--- src/pbpm_pkg.sv ---
`timescale 1ns / 1ps
// ----------------------------------------------------------------------------
// pbpm_pkg
// Shared types and constants of the page buffer pool manager.
// ----------------------------------------------------------------------------
package pbpm_pkg;

  localparam int FRAMES    = 16;
  localparam int FRAME_W   = $clog2(FRAMES);
  localparam int NACT_W    = FRAME_W + 1;
  localparam int PAGE_BITS = 24;
  localparam int PIN_BITS  = 8;
  localparam int STAMP_W   = 32;
  localparam int CNT_W     = 32;
  localparam int MCNT_W    = $clog2(CNT_W);
  localparam int FIU_W     = 5;
  localparam int OP_W      = 3;
  localparam int ST_W      = 2;

  localparam logic [PIN_BITS-1:0] PIN_MAX = '1;

  // configuration register indexes
  localparam logic CFG_POLICY = 1'b0;
  localparam logic CFG_FIU    = 1'b1;

  localparam logic POL_FIFO = 1'b0;
  localparam logic POL_LRU  = 1'b1;

  typedef enum logic [OP_W-1:0] {
    OP_PIN     = 3'd0,
    OP_UNPIN   = 3'd1,
    OP_DIRTY   = 3'd2,
    OP_FORCE   = 3'd3,
    OP_FLUSH   = 3'd4,
    OP_INSPECT = 3'd5
  } op_e;

  typedef enum logic [ST_W-1:0] {
    ST_OK   = 2'd0,
    ST_MISS = 2'd1,
    ST_FULL = 2'd2
  } status_e;

  typedef enum logic [2:0] {
    S_IDLE,
    S_SCAN,
    S_MOD,
    S_EXEC,
    S_FLUSH,
    S_OUT
  } state_e;

  typedef struct packed {
    logic accept;
    logic scan;
    logic mod;
    logic exec;
    logic flush;
    logic pop;
  } cmd_t;

  typedef struct packed {
    logic scan_last;
    logic need_mod;
    logic mod_last;
    logic flush_done;
    logic res_last;
  } sts_t;

endpackage

--- src/pbpm_ctrl.sv ---
`timescale 1ns / 1ps
// ----------------------------------------------------------------------------
// pbpm_ctrl
// Sequencer: frame scan, fifo start computation, update, flush walk and
// result handshake.
// ----------------------------------------------------------------------------
module pbpm_ctrl
  import pbpm_pkg::*;
(
  input  logic            clk_i,
  input  logic            rst_ni,
  input  logic            in_valid_i,
  input  logic [OP_W-1:0] operation_i,
  output logic            in_ready_o,
  output logic            out_valid_o,
  input  logic            out_ready_i,
  output cmd_t            cmd_o,
  input  sts_t            sts_i
);

  state_e state_q, state_d;

  // state register
  always_ff @(posedge clk_i or negedge rst_ni) begin
    if (!rst_ni) begin
      state_q <= S_IDLE;
    end else begin
      state_q <= state_d;
    end
  end

  // next state
  always_comb begin
    state_d = state_q;
    case (state_q)
      S_IDLE: begin
        if (in_valid_i) begin
          case (operation_i)
            OP_PIN, OP_UNPIN, OP_DIRTY, OP_FORCE: state_d = S_SCAN;
            OP_FLUSH:                             state_d = S_FLUSH;
            default:                              state_d = S_EXEC;
          endcase
        end
      end
      S_SCAN: begin
        if (sts_i.scan_last) state_d = S_EXEC;
      end
      S_MOD: begin
        if (sts_i.mod_last) state_d = S_EXEC;
      end
      S_EXEC: begin
        state_d = sts_i.need_mod ? S_MOD : S_OUT;
      end
      S_FLUSH: begin
        if (sts_i.flush_done) state_d = S_OUT;
      end
      S_OUT: begin
        if (out_ready_i) state_d = sts_i.res_last ? S_IDLE : S_FLUSH;
      end
      default: state_d = S_IDLE;
    endcase
  end

  // outputs
  always_comb begin
    cmd_o       = '0;
    in_ready_o  = 1'b0;
    out_valid_o = 1'b0;
    case (state_q)
      S_IDLE: begin
        in_ready_o    = 1'b1;
        cmd_o.accept  = in_valid_i;
      end
      S_SCAN:  cmd_o.scan = 1'b1;
      S_MOD:   cmd_o.mod = 1'b1;
      S_EXEC:  cmd_o.exec = !sts_i.need_mod;
      S_FLUSH: cmd_o.flush = 1'b1;
      S_OUT: begin
        out_valid_o = 1'b1;
        cmd_o.pop   = out_ready_i;
      end
      default: ;
    endcase
  end

endmodule

--- src/pbpm_datapath.sv ---
`timescale 1ns / 1ps
// ----------------------------------------------------------------------------
// pbpm_datapath
// Frame table, counters, scan trackers, fifo start remainder unit and the
// result register.
// ----------------------------------------------------------------------------
module pbpm_datapath
  import pbpm_pkg::*;
(
  input  logic                 clk_i,
  input  logic                 rst_ni,
  input  logic                 cfg_we_i,
  input  logic                 cfg_index_i,
  input  logic [FIU_W-1:0]     cfg_data_i,
  input  logic [OP_W-1:0]      operation_i,
  input  logic [PAGE_BITS-1:0] page_number_i,
  input  logic [FRAME_W-1:0]   frame_index_i,
  input  cmd_t                 cmd_i,
  output sts_t                 sts_o,
  output logic [ST_W-1:0]      status_o,
  output logic [FRAME_W-1:0]   frame_o,
  output logic                 load_request_o,
  output logic                 writeback_valid_o,
  output logic [PAGE_BITS-1:0] writeback_page_o,
  output logic                 entry_valid_o,
  output logic [PAGE_BITS-1:0] entry_page_o,
  output logic                 entry_dirty_o,
  output logic [PIN_BITS-1:0]  entry_pins_o,
  output logic [CNT_W-1:0]     reads_total_o,
  output logic [CNT_W-1:0]     writes_total_o,
  output logic                 last_o
);

  // configuration
  logic             policy_q;
  logic [FIU_W-1:0] fiu_q;
  logic [NACT_W-1:0] nact;

  // current item
  logic [OP_W-1:0]      op_q;
  logic [PAGE_BITS-1:0] page_q;
  logic [FRAME_W-1:0]   fi_q;

  // frame table
  logic [PAGE_BITS-1:0] tag_q   [FRAMES];
  logic                 valid_q [FRAMES];
  logic                 dirty_q [FRAMES];
  logic [PIN_BITS-1:0]  pins_q  [FRAMES];
  logic [STAMP_W-1:0]   stamp_q [FRAMES];
  logic [STAMP_W-1:0]   stamp_cnt_q;
  logic [CNT_W-1:0]     load_cnt_q, write_cnt_q;
  logic [CNT_W-1:0]     load_d, write_d;

  // scan trackers
  logic [NACT_W-1:0]  idx_q;
  logic               hit_q, emp_q, lru_q;
  logic [FRAME_W-1:0] hit_idx_q, emp_idx_q, lru_idx_q;
  logic [STAMP_W-1:0] lru_stamp_q;

  // remainder unit for the fifo start
  logic [FRAME_W-1:0] rem_q;
  logic [MCNT_W-1:0]  mcnt_q;
  logic               mod_done_q;
  logic [NACT_W-1:0]  trial;

  // single read port
  logic [FRAME_W-1:0]   rd_addr;
  logic [PAGE_BITS-1:0] rd_tag;
  logic                 rd_valid, rd_dirty;
  logic [PIN_BITS-1:0]  rd_pins;

  // victim selection
  logic               vic_ok;
  logic [FRAME_W-1:0] vic_idx;
  logic               fifo_ok;
  logic [FRAME_W-1:0] fifo_idx;

  // flush walk
  logic flush_end, flush_hit, more;

  // update controls
  logic                r_last, r_load, r_wb, r_ev, r_ed;
  logic [ST_W-1:0]     r_status;
  logic [FRAME_W-1:0]  r_frame;
  logic [PAGE_BITS-1:0] r_wbp, r_ep;
  logic [PIN_BITS-1:0] r_epins;
  logic [FRAME_W-1:0]  w_addr;
  logic                w_tag, w_dirty_we, w_dirty_val, w_pins_we, w_touch, w_load, w_write;
  logic [PIN_BITS-1:0] w_pins_val;
  logic                res_we;

  // active frame count, clamped
  always_comb begin
    if (fiu_q == '0) begin
      nact = NACT_W'(1);
    end else if (fiu_q > FIU_W'(FRAMES)) begin
      nact = NACT_W'(FRAMES);
    end else begin
      nact = NACT_W'(fiu_q);
    end
  end

  // read address
  always_comb begin
    rd_addr = idx_q[FRAME_W-1:0];
    if (cmd_i.exec) begin
      case (op_q)
        OP_PIN:                         rd_addr = hit_q ? hit_idx_q : vic_idx;
        OP_UNPIN, OP_DIRTY, OP_FORCE:   rd_addr = hit_idx_q;
        OP_INSPECT:                     rd_addr = fi_q;
        default:                        rd_addr = idx_q[FRAME_W-1:0];
      endcase
    end
  end

  assign rd_tag   = tag_q[rd_addr];
  assign rd_valid = valid_q[rd_addr];
  assign rd_dirty = dirty_q[rd_addr];
  assign rd_pins  = pins_q[rd_addr];

  // fifo victim: first unpinned frame at or after the start, else first overall
  always_comb begin
    fifo_ok  = 1'b0;
    fifo_idx = '0;
    for (int i = FRAMES - 1; i >= 0; i--) begin
      if (pins_q[i] == '0 && NACT_W'(i) < nact) begin
        fifo_ok  = 1'b1;
        fifo_idx = FRAME_W'(i);
      end
    end
    for (int i = FRAMES - 1; i >= 0; i--) begin
      if (pins_q[i] == '0 && NACT_W'(i) < nact && FRAME_W'(i) >= rem_q) begin
        fifo_idx = FRAME_W'(i);
      end
    end
  end

  // victim choice
  always_comb begin
    if (emp_q) begin
      vic_ok  = 1'b1;
      vic_idx = emp_idx_q;
    end else if (policy_q == POL_LRU) begin
      vic_ok  = lru_q;
      vic_idx = lru_idx_q;
    end else begin
      vic_ok  = fifo_ok;
      vic_idx = fifo_idx;
    end
  end

  // flush walk status
  assign flush_end = idx_q >= nact;
  assign flush_hit = !flush_end && valid_q[idx_q[FRAME_W-1:0]] &&
                     dirty_q[idx_q[FRAME_W-1:0]] && pins_q[idx_q[FRAME_W-1:0]] == '0;

  // another flush candidate after the current frame
  always_comb begin
    more = 1'b0;
    for (int i = 0; i < FRAMES; i++) begin
      if (valid_q[i] && dirty_q[i] && pins_q[i] == '0 &&
          NACT_W'(i) < nact && NACT_W'(i) > idx_q) begin
        more = 1'b1;
      end
    end
  end

  // remainder step
  assign trial = {rem_q, load_cnt_q[MCNT_W'(CNT_W - 1) - mcnt_q]};

  // status to the sequencer
  always_comb begin
    sts_o.scan_last  = idx_q == nact - NACT_W'(1);
    sts_o.need_mod   = op_q == OP_PIN && !hit_q && !emp_q && policy_q == POL_FIFO &&
                       !mod_done_q;
    sts_o.mod_last   = mcnt_q == MCNT_W'(CNT_W - 1);
    sts_o.flush_done = flush_end || flush_hit;
    sts_o.res_last   = last_o;
  end

  // operation effects and result fields
  always_comb begin
    r_status    = ST_OK;
    r_frame     = '0;
    r_load      = 1'b0;
    r_wb        = 1'b0;
    r_wbp       = '0;
    r_ev        = 1'b0;
    r_ep        = '0;
    r_ed        = 1'b0;
    r_epins     = '0;
    r_last      = 1'b1;
    w_addr      = rd_addr;
    w_tag       = 1'b0;
    w_dirty_we  = 1'b0;
    w_dirty_val = 1'b0;
    w_pins_we   = 1'b0;
    w_pins_val  = '0;
    w_touch     = 1'b0;
    w_load      = 1'b0;
    w_write     = 1'b0;
    if (cmd_i.exec) begin
      case (op_q)
        OP_PIN: begin
          if (hit_q) begin
            r_frame    = hit_idx_q;
            w_pins_we  = 1'b1;
            w_pins_val = (rd_pins == PIN_MAX) ? rd_pins : rd_pins + PIN_BITS'(1);
            w_touch    = 1'b1;
          end else if (!vic_ok) begin
            r_status = ST_FULL;
          end else begin
            r_frame    = vic_idx;
            r_load     = 1'b1;
            r_wb       = !emp_q && rd_dirty;
            r_wbp      = r_wb ? rd_tag : '0;
            w_write    = r_wb;
            w_tag      = 1'b1;
            w_dirty_we = 1'b1;
            w_pins_we  = 1'b1;
            w_pins_val = PIN_BITS'(1);
            w_load     = 1'b1;
            w_touch    = 1'b1;
          end
        end
        OP_UNPIN, OP_DIRTY, OP_FORCE: begin
          if (!hit_q) begin
            r_status = ST_MISS;
          end else begin
            r_frame = hit_idx_q;
            if (op_q == OP_UNPIN) begin
              w_pins_we  = 1'b1;
              w_pins_val = (rd_pins == '0) ? rd_pins : rd_pins - PIN_BITS'(1);
            end else if (op_q == OP_DIRTY) begin
              w_dirty_we  = 1'b1;
              w_dirty_val = 1'b1;
            end else begin
              w_dirty_we = 1'b1;
              w_write    = 1'b1;
              r_wb       = 1'b1;
              r_wbp      = rd_tag;
            end
          end
        end
        OP_INSPECT: begin
          r_frame = fi_q;
          r_ev    = rd_valid;
          r_ep    = rd_valid ? rd_tag : '0;
          r_ed    = rd_valid && rd_dirty;
          r_epins = rd_pins;
        end
        default: ;
      endcase
    end else if (cmd_i.flush && flush_hit) begin
      r_frame    = idx_q[FRAME_W-1:0];
      r_wb       = 1'b1;
      r_wbp      = rd_tag;
      w_dirty_we = 1'b1;
      w_write    = 1'b1;
      r_last     = !more;
    end
  end

  assign load_d  = load_cnt_q + CNT_W'(w_load);
  assign write_d = write_cnt_q + CNT_W'(w_write);
  assign res_we  = cmd_i.exec || (cmd_i.flush && (flush_hit || flush_end));

  // control state, flags and counters
  always_ff @(posedge clk_i or negedge rst_ni) begin
    if (!rst_ni) begin
      policy_q    <= POL_FIFO;
      fiu_q       <= FIU_W'(FRAMES);
      stamp_cnt_q <= '0;
      load_cnt_q  <= '0;
      write_cnt_q <= '0;
      idx_q       <= '0;
      hit_q       <= 1'b0;
      emp_q       <= 1'b0;
      lru_q       <= 1'b0;
      mcnt_q      <= '0;
      rem_q       <= '0;
      mod_done_q  <= 1'b0;
      for (int i = 0; i < FRAMES; i++) begin
        valid_q[i] <= 1'b0;
        dirty_q[i] <= 1'b0;
        pins_q[i]  <= '0;
        stamp_q[i] <= '0;
      end
    end else begin
      // configuration writes
      if (cfg_we_i) begin
        case (cfg_index_i)
          CFG_POLICY: policy_q <= cfg_data_i[0];
          CFG_FIU:    fiu_q    <= cfg_data_i;
          default:    ;
        endcase
      end
      // new item: restart trackers
      if (cmd_i.accept) begin
        idx_q      <= '0;
        hit_q      <= 1'b0;
        emp_q      <= 1'b0;
        lru_q      <= 1'b0;
        mcnt_q     <= '0;
        rem_q      <= '0;
        mod_done_q <= 1'b0;
      end
      // one frame per cycle scan
      if (cmd_i.scan) begin
        if (valid_q[idx_q[FRAME_W-1:0]] && tag_q[idx_q[FRAME_W-1:0]] == page_q && !hit_q) begin
          hit_q <= 1'b1;
        end
        if (!valid_q[idx_q[FRAME_W-1:0]] && !emp_q) begin
          emp_q <= 1'b1;
        end
        if (pins_q[idx_q[FRAME_W-1:0]] == '0 &&
            (!lru_q || stamp_q[idx_q[FRAME_W-1:0]] < lru_stamp_q)) begin
          lru_q <= 1'b1;
        end
        idx_q <= idx_q + NACT_W'(1);
      end
      // one dividend bit per cycle
      if (cmd_i.mod) begin
        rem_q  <= (trial >= nact) ? FRAME_W'(trial - nact) : FRAME_W'(trial);
        mcnt_q <= mcnt_q + MCNT_W'(1);
        if (sts_o.mod_last) mod_done_q <= 1'b1;
      end
      // flush walk advances
      if (cmd_i.flush && !flush_end) begin
        idx_q <= idx_q + NACT_W'(1);
      end
      // frame updates
      if (w_tag) valid_q[w_addr] <= 1'b1;
      if (w_dirty_we) dirty_q[w_addr] <= w_dirty_val;
      if (w_pins_we) pins_q[w_addr] <= w_pins_val;
      if (w_touch) begin
        stamp_cnt_q <= stamp_cnt_q + STAMP_W'(1);
        if (policy_q == POL_LRU) stamp_q[w_addr] <= stamp_cnt_q + STAMP_W'(1);
      end
      load_cnt_q  <= load_d;
      write_cnt_q <= write_d;
    end
  end

  // payload registers
  always_ff @(posedge clk_i) begin
    if (cmd_i.accept) begin
      op_q   <= operation_i;
      page_q <= page_number_i;
      fi_q   <= frame_index_i;
    end
    if (cmd_i.scan) begin
      if (valid_q[idx_q[FRAME_W-1:0]] && tag_q[idx_q[FRAME_W-1:0]] == page_q && !hit_q) begin
        hit_idx_q <= idx_q[FRAME_W-1:0];
      end
      if (!valid_q[idx_q[FRAME_W-1:0]] && !emp_q) begin
        emp_idx_q <= idx_q[FRAME_W-1:0];
      end
      if (pins_q[idx_q[FRAME_W-1:0]] == '0 &&
          (!lru_q || stamp_q[idx_q[FRAME_W-1:0]] < lru_stamp_q)) begin
        lru_idx_q   <= idx_q[FRAME_W-1:0];
        lru_stamp_q <= stamp_q[idx_q[FRAME_W-1:0]];
      end
    end
    if (w_tag) tag_q[w_addr] <= page_q;
    if (res_we) begin
      status_o          <= r_status;
      frame_o           <= r_frame;
      load_request_o    <= r_load;
      writeback_valid_o <= r_wb;
      writeback_page_o  <= r_wbp;
      entry_valid_o     <= r_ev;
      entry_page_o      <= r_ep;
      entry_dirty_o     <= r_ed;
      entry_pins_o      <= r_epins;
      reads_total_o     <= load_d;
      writes_total_o    <= write_d;
      last_o            <= r_last;
    end
  end

endmodule

--- src/page_buffer_pool_manager_unit.sv ---
`timescale 1ns / 1ps
// ----------------------------------------------------------------------------
// page_buffer_pool_manager_unit
// Frame bookkeeping for a page buffer pool with fifo or lru replacement.
// ----------------------------------------------------------------------------
// Operations are handled one at a time. Pin, unpin, mark dirty and force scan
// the active frames one per cycle, then pass through the update state; a fifo
// pin that has to evict first runs a bit-serial remainder unit that forms the
// fifo start from the load count, and then passes through the update state
// once more. Flush walks the active frames one per cycle, pausing while a beat
// waits to be taken, and hands out one beat per dirty unpinned frame, or a
// single beat if there is none; inspect and unknown codes go straight to the
// update state. Each result beat is held in an output register until taken,
// and a new operation is accepted once the final beat (last set) has left.
module page_buffer_pool_manager_unit
  import pbpm_pkg::*;
(
  input  logic                 clk_i,
  input  logic                 rst_ni,
  input  logic                 cfg_we_i,
  input  logic                 cfg_index_i,
  input  logic [FIU_W-1:0]     cfg_data_i,
  input  logic                 in_valid_i,
  output logic                 in_ready_o,
  input  logic [OP_W-1:0]      operation_i,
  input  logic [PAGE_BITS-1:0] page_number_i,
  input  logic [FRAME_W-1:0]   frame_index_i,
  output logic                 out_valid_o,
  input  logic                 out_ready_i,
  output logic [ST_W-1:0]      status_o,
  output logic [FRAME_W-1:0]   frame_o,
  output logic                 load_request_o,
  output logic                 writeback_valid_o,
  output logic [PAGE_BITS-1:0] writeback_page_o,
  output logic                 entry_valid_o,
  output logic [PAGE_BITS-1:0] entry_page_o,
  output logic                 entry_dirty_o,
  output logic [PIN_BITS-1:0]  entry_pins_o,
  output logic [CNT_W-1:0]     reads_total_o,
  output logic [CNT_W-1:0]     writes_total_o,
  output logic                 last_o
);

  cmd_t cmd;
  sts_t sts;

  // sequencer
  pbpm_ctrl u_ctrl (
    .clk_i       (clk_i),
    .rst_ni      (rst_ni),
    .in_valid_i  (in_valid_i),
    .operation_i (operation_i),
    .in_ready_o  (in_ready_o),
    .out_valid_o (out_valid_o),
    .out_ready_i (out_ready_i),
    .cmd_o       (cmd),
    .sts_i       (sts)
  );

  // frame table and result register
  pbpm_datapath u_dp (
    .clk_i             (clk_i),
    .rst_ni            (rst_ni),
    .cfg_we_i          (cfg_we_i),
    .cfg_index_i       (cfg_index_i),
    .cfg_data_i        (cfg_data_i),
    .operation_i       (operation_i),
    .page_number_i     (page_number_i),
    .frame_index_i     (frame_index_i),
    .cmd_i             (cmd),
    .sts_o             (sts),
    .status_o          (status_o),
    .frame_o           (frame_o),
    .load_request_o    (load_request_o),
    .writeback_valid_o (writeback_valid_o),
    .writeback_page_o  (writeback_page_o),
    .entry_valid_o     (entry_valid_o),
    .entry_page_o      (entry_page_o),
    .entry_dirty_o     (entry_dirty_o),
    .entry_pins_o      (entry_pins_o),
    .reads_total_o     (reads_total_o),
    .writes_total_o    (writes_total_o),
    .last_o            (last_o)
  );

endmodule
--- config.mk ---
export PLATFORM = sky130hd
export DESIGN_NAME = page_buffer_pool_manager_unit
export DESIGN_NICKNAME = d
export VERILOG_FILES = /design/src/pbpm_pkg.sv /design/src/pbpm_ctrl.sv /design/src/pbpm_datapath.sv /design/src/page_buffer_pool_manager_unit.sv
export SDC_FILE = /design/constraint.sdc
export NUM_CORES = 2
export LEC_CHECK = 0
export BUFFER_PORTS_ARGS = -buffer_cell sky130_fd_sc_hd__buf_2
export CORE_ASPECT_RATIO = 1.5
export CORE_UTILIZATION = 30
export CTS_BUF_LIST = sky130_fd_sc_hd__clkbuf_4
export DETAILED_ROUTE_END_ITERATION = 10
export MAX_ROUTING_LAYER = met4
export PLACE_DENSITY = 0.4
export SYNTH_ARGS = -nofsm -noshare
export SYNTH_HDL_FRONTEND = slang
export SYNTH_SLANG_ARGS = --single-unit
--- constraint.sdc ---
create_clock -name clk_i -period 31 [get_ports clk_i]
set_input_delay 6.2 -clock clk_i [delete_from_list [all_inputs] [get_ports clk_i]]
set_output_delay 6.2 -clock clk_i [all_outputs]
set_load 0.05 [all_outputs]
==> impl_metrics.ini <==
[route]
vias = 44500
drc = 0
antenna_left = 0
viasPerCell = 5.05
first_iter_violations = 2612
wl_per_cell_um = 23.9
drt_wl_total_mm = 211
drt-pass1-iter-count = 5

[logic_synthesis]
synth_top_cell_by_area = dfrtp_1
yosys_register_bits = 1385
synth_area_leaders = dfrtp_1 31%, edfxtp_1 28%, mux4_2 11%, nor2_1 4.9%, a21oi_1 4.3%
syn_inst = 5401
syn_nets = 5500
ys.flop_type = dfrtp_1
synth.top_cell.area_share_pct = 31.0
netlist_area_um2 = 64100
syn_avg_cell_area_um2 = 11.9
synthArstFlopShare_pct = 57.4
synth.distinct_cells = 100
ys_seq_area_share_pct = 58.7
yosys_warnings = 0
synth_edf_count = 590

[clock_tree]
cts_setup_buffers = 0
clockBufferDepth = 4
cts_tree = yes
cts_hold_buffers = 0
clk_latency_ns = 1.24
cts_root_buffer = clkbuf_4
htreeDepth = 5
clock-sinks = 1385
cts_buffers = 366
cts.repair.resized = 0
clk_pin_slew_ns = 0.06

[worst_setup_path]
path_common_cell = buf_4
cp-start-kind = input port
critical_path_class = input port to async pin
crit_fanout = 164
max_stage_delay_ns = 0.92
worstPathCellList = buf_8, buf_4, buf_4, buf_12, buf_4, buf_4
r2r_end = u_dp.pins_q[35]
cp_top_family = buffers and inverters
r2r_slack_ns = 22.67
critPathBufInv = 6
cp-end-kind = async pin
cp.arrival_ns = 11.00
cp.required_ns = 32.13
critPathSlowestCell = buf_4
crit-reg2reg-launch = u_dp.fiu_q[4]
rr_worst_depth = 18

[flow_run]
max-cap-violations = 0

[die]
core_area_um2 = 212000
fp.dieW_um = 379
ios = 175
rows = 207
die_area_um2 = 216000
fp.dieH_um = 568
initial_core_util_pct = 30.2

[power]
p_leak_nw = 29.8
pwr_density_cell_nw_per_um2 = 87.2
p_total_mw = 6.38
peakVddDrop_uv = 62.1

[layout]
fin_util_pct = 34.5
layout_commonest_cell = nor2_1
n_fill_cell = 21400
final_cell_mix = 806 x nor2_1, 791 x dfrtp_1, 590 x edfxtp_1
nets = 5793
stdcell_count = 8815
drive_gt1_share_pct = 23.3
area_delta_synth_final_pct = 14.0

[sta]
skew_ns = 0.134
rsz0062_at_grt = false
period_needed_ns = 9.87
fmax_mhz = 101
finalHoldViolCount = 0
maxSlewHeadroom_pct = 13.0
tightest_slew_ns = 1.30
finalMaxSlewViolations = 0
setup_tns_ns = 0
fin_crit_sh_pct = 31.8
setup_viol = 0

[run_status]
status = finished, final reports clean

[global_routing]
grt_max_degree = 165
antenna_found_initial = 13
grt_pass1_wl_mm = 310
grt-ovfl-total = 0
grt_pass1_vias = 46100
grt_use_total_pct = 20.1

[worst_hold_path]
min_path_cells = 1
hp-start = u_dp.write_cnt_q[31]
hp-class = flip-flop to flip-flop
min_to = u_dp.write_cnt_q[31]

[placed_design]
gp_congestion = 0.880
dp.cells = 8147
post-dp-hpwl_mm = 129
io_buffers = 174
-- power by group --
group / internal, mW / switching (mW) / total [mW]
combinational: 0.802 / 1.57 / 2.37
sequential: 2.20 / 0.179 / 2.37
clock: 0.840 / 0.788 / 1.63
total: 3.84 / 2.54 / 6.38
-- worst max-delay path by stage --
stage	from	endpoint	cells past startpoint
3_5_place_dp	rst_ni	u_dp.stamp_q[34]	6
2_1_floorplan	u_dp.idx_q[0]	u_dp.entry_dirty_o	14
4_1_cts	rst_ni	u_dp.stamp_q[456]	6
6_report	rst_ni	u_dp.stamp_q[293]	6
3_3_place_gp	rst_ni	u_dp.stamp_q[34]	6
5_1_grt	rst_ni	u_dp.stamp_q[293]	6
-- per-layer routing --
metal  part of all wire (%)  wire [um]  track usage (%)  up-vias
li1                       -          -                -    20500
met5                      0          0                -        -
met1                     40      84100             23.1    22500
met4                    3.4       7150             7.12        0
met3                    4.2       8810             2.84      437
met2                     53     111000             35.3     1138
-- flip-flops by register name (all words and copies together), names as in the netlist, 32 cells and up --
name                 count
u_dp.stamp_q           512
u_dp.pins_q            128
u_dp.reads_total_o      32
u_dp.stamp_cnt_q        32
u_dp.tag_q             384
u_dp.writes_total_o     32
u_dp.write_cnt_q        32
u_dp.lru_stamp_q        32
u_dp.load_cnt_q         32
-- cell type report --
cell class | instances | area, um2 | share of cell area, %
diodes | 18 | 45.0 | 0.0616
clock buffers | 542 | 4070 | 5.57
clock inverters | 108 | 581 | 0.794
inverters | 77 | 294 | 0.402
multi-input cells | 3563 | 25100 | 34.3
flip-flops and latches | 1385 | 37600 | 51.5
well taps | 2821 | 3530 | 4.83
repair buffers | 301 | 1900 | 2.59
-- cell usage after synthesis, drive strengths merged (22+ instances only) --
| cell type | count |
|---|---|
| nor3 | 33 |
| mux4 | 312 |
| nand3 | 140 |
| a211oi | 22 |
| xnor2 | 113 |
| buf | 89 |
| o21ai | 201 |
| nand2 | 584 |
| ha | 56 |
| a21oi | 554 |
| nand4 | 41 |
| or2 | 24 |
| a31oi | 59 |
| edfxtp | 590 |
| nor2 | 840 |
| inv | 75 |
| o211ai | 41 |
| dfrtp | 794 |
| xor2 | 39 |
| and3 | 78 |
| nor4 | 37 |
| mux2 | 121 |
| clkbuf | 287 |
-- worst register-to-register path, delay by kind of cell, from the launching register on --
kind,cells,cell delay (ns)
AOI/OAI and AO/OA,7,3.68
and+or+nand+nor,6,2.30
buffers and inverters,3,0.99
DFF,1,0.75
muxes,1,0.31
adders and majority gates,1,0.19
-- metrics by stage --
stage	setup slack, ns	hold WS [ns]	instance area (um2)
4_1_cts	20.94	0.469	73100
3_5_place_dp	19.64	0.460	68400
5_1_grt	20.41	0.507	73100
3_3_place_gp	19.72	0.460	68400
6_report	21.13	0.467	73100
2_1_floorplan	17.41	0.439	64100
-- cell families after synthesis --
| logic type | count (synthesis) | synth area share (%) |
|---|---|---|
| buffers and inverters | 453 | 2.79 |
| AO/OA/AOI/OAI | 1033 | 9.45 |
| XOR/XNOR | 152 | 2.08 |
| adder cells (fa/ha/maj) | 58 | 1.14 |
| AND/OR/NAND/NOR | 1868 | 12.5 |
| flip-flops | 1385 | 58.7 |
| multiplexers | 452 | 13.4 |
Note: power is estimated with default switching activity, not from simulation.
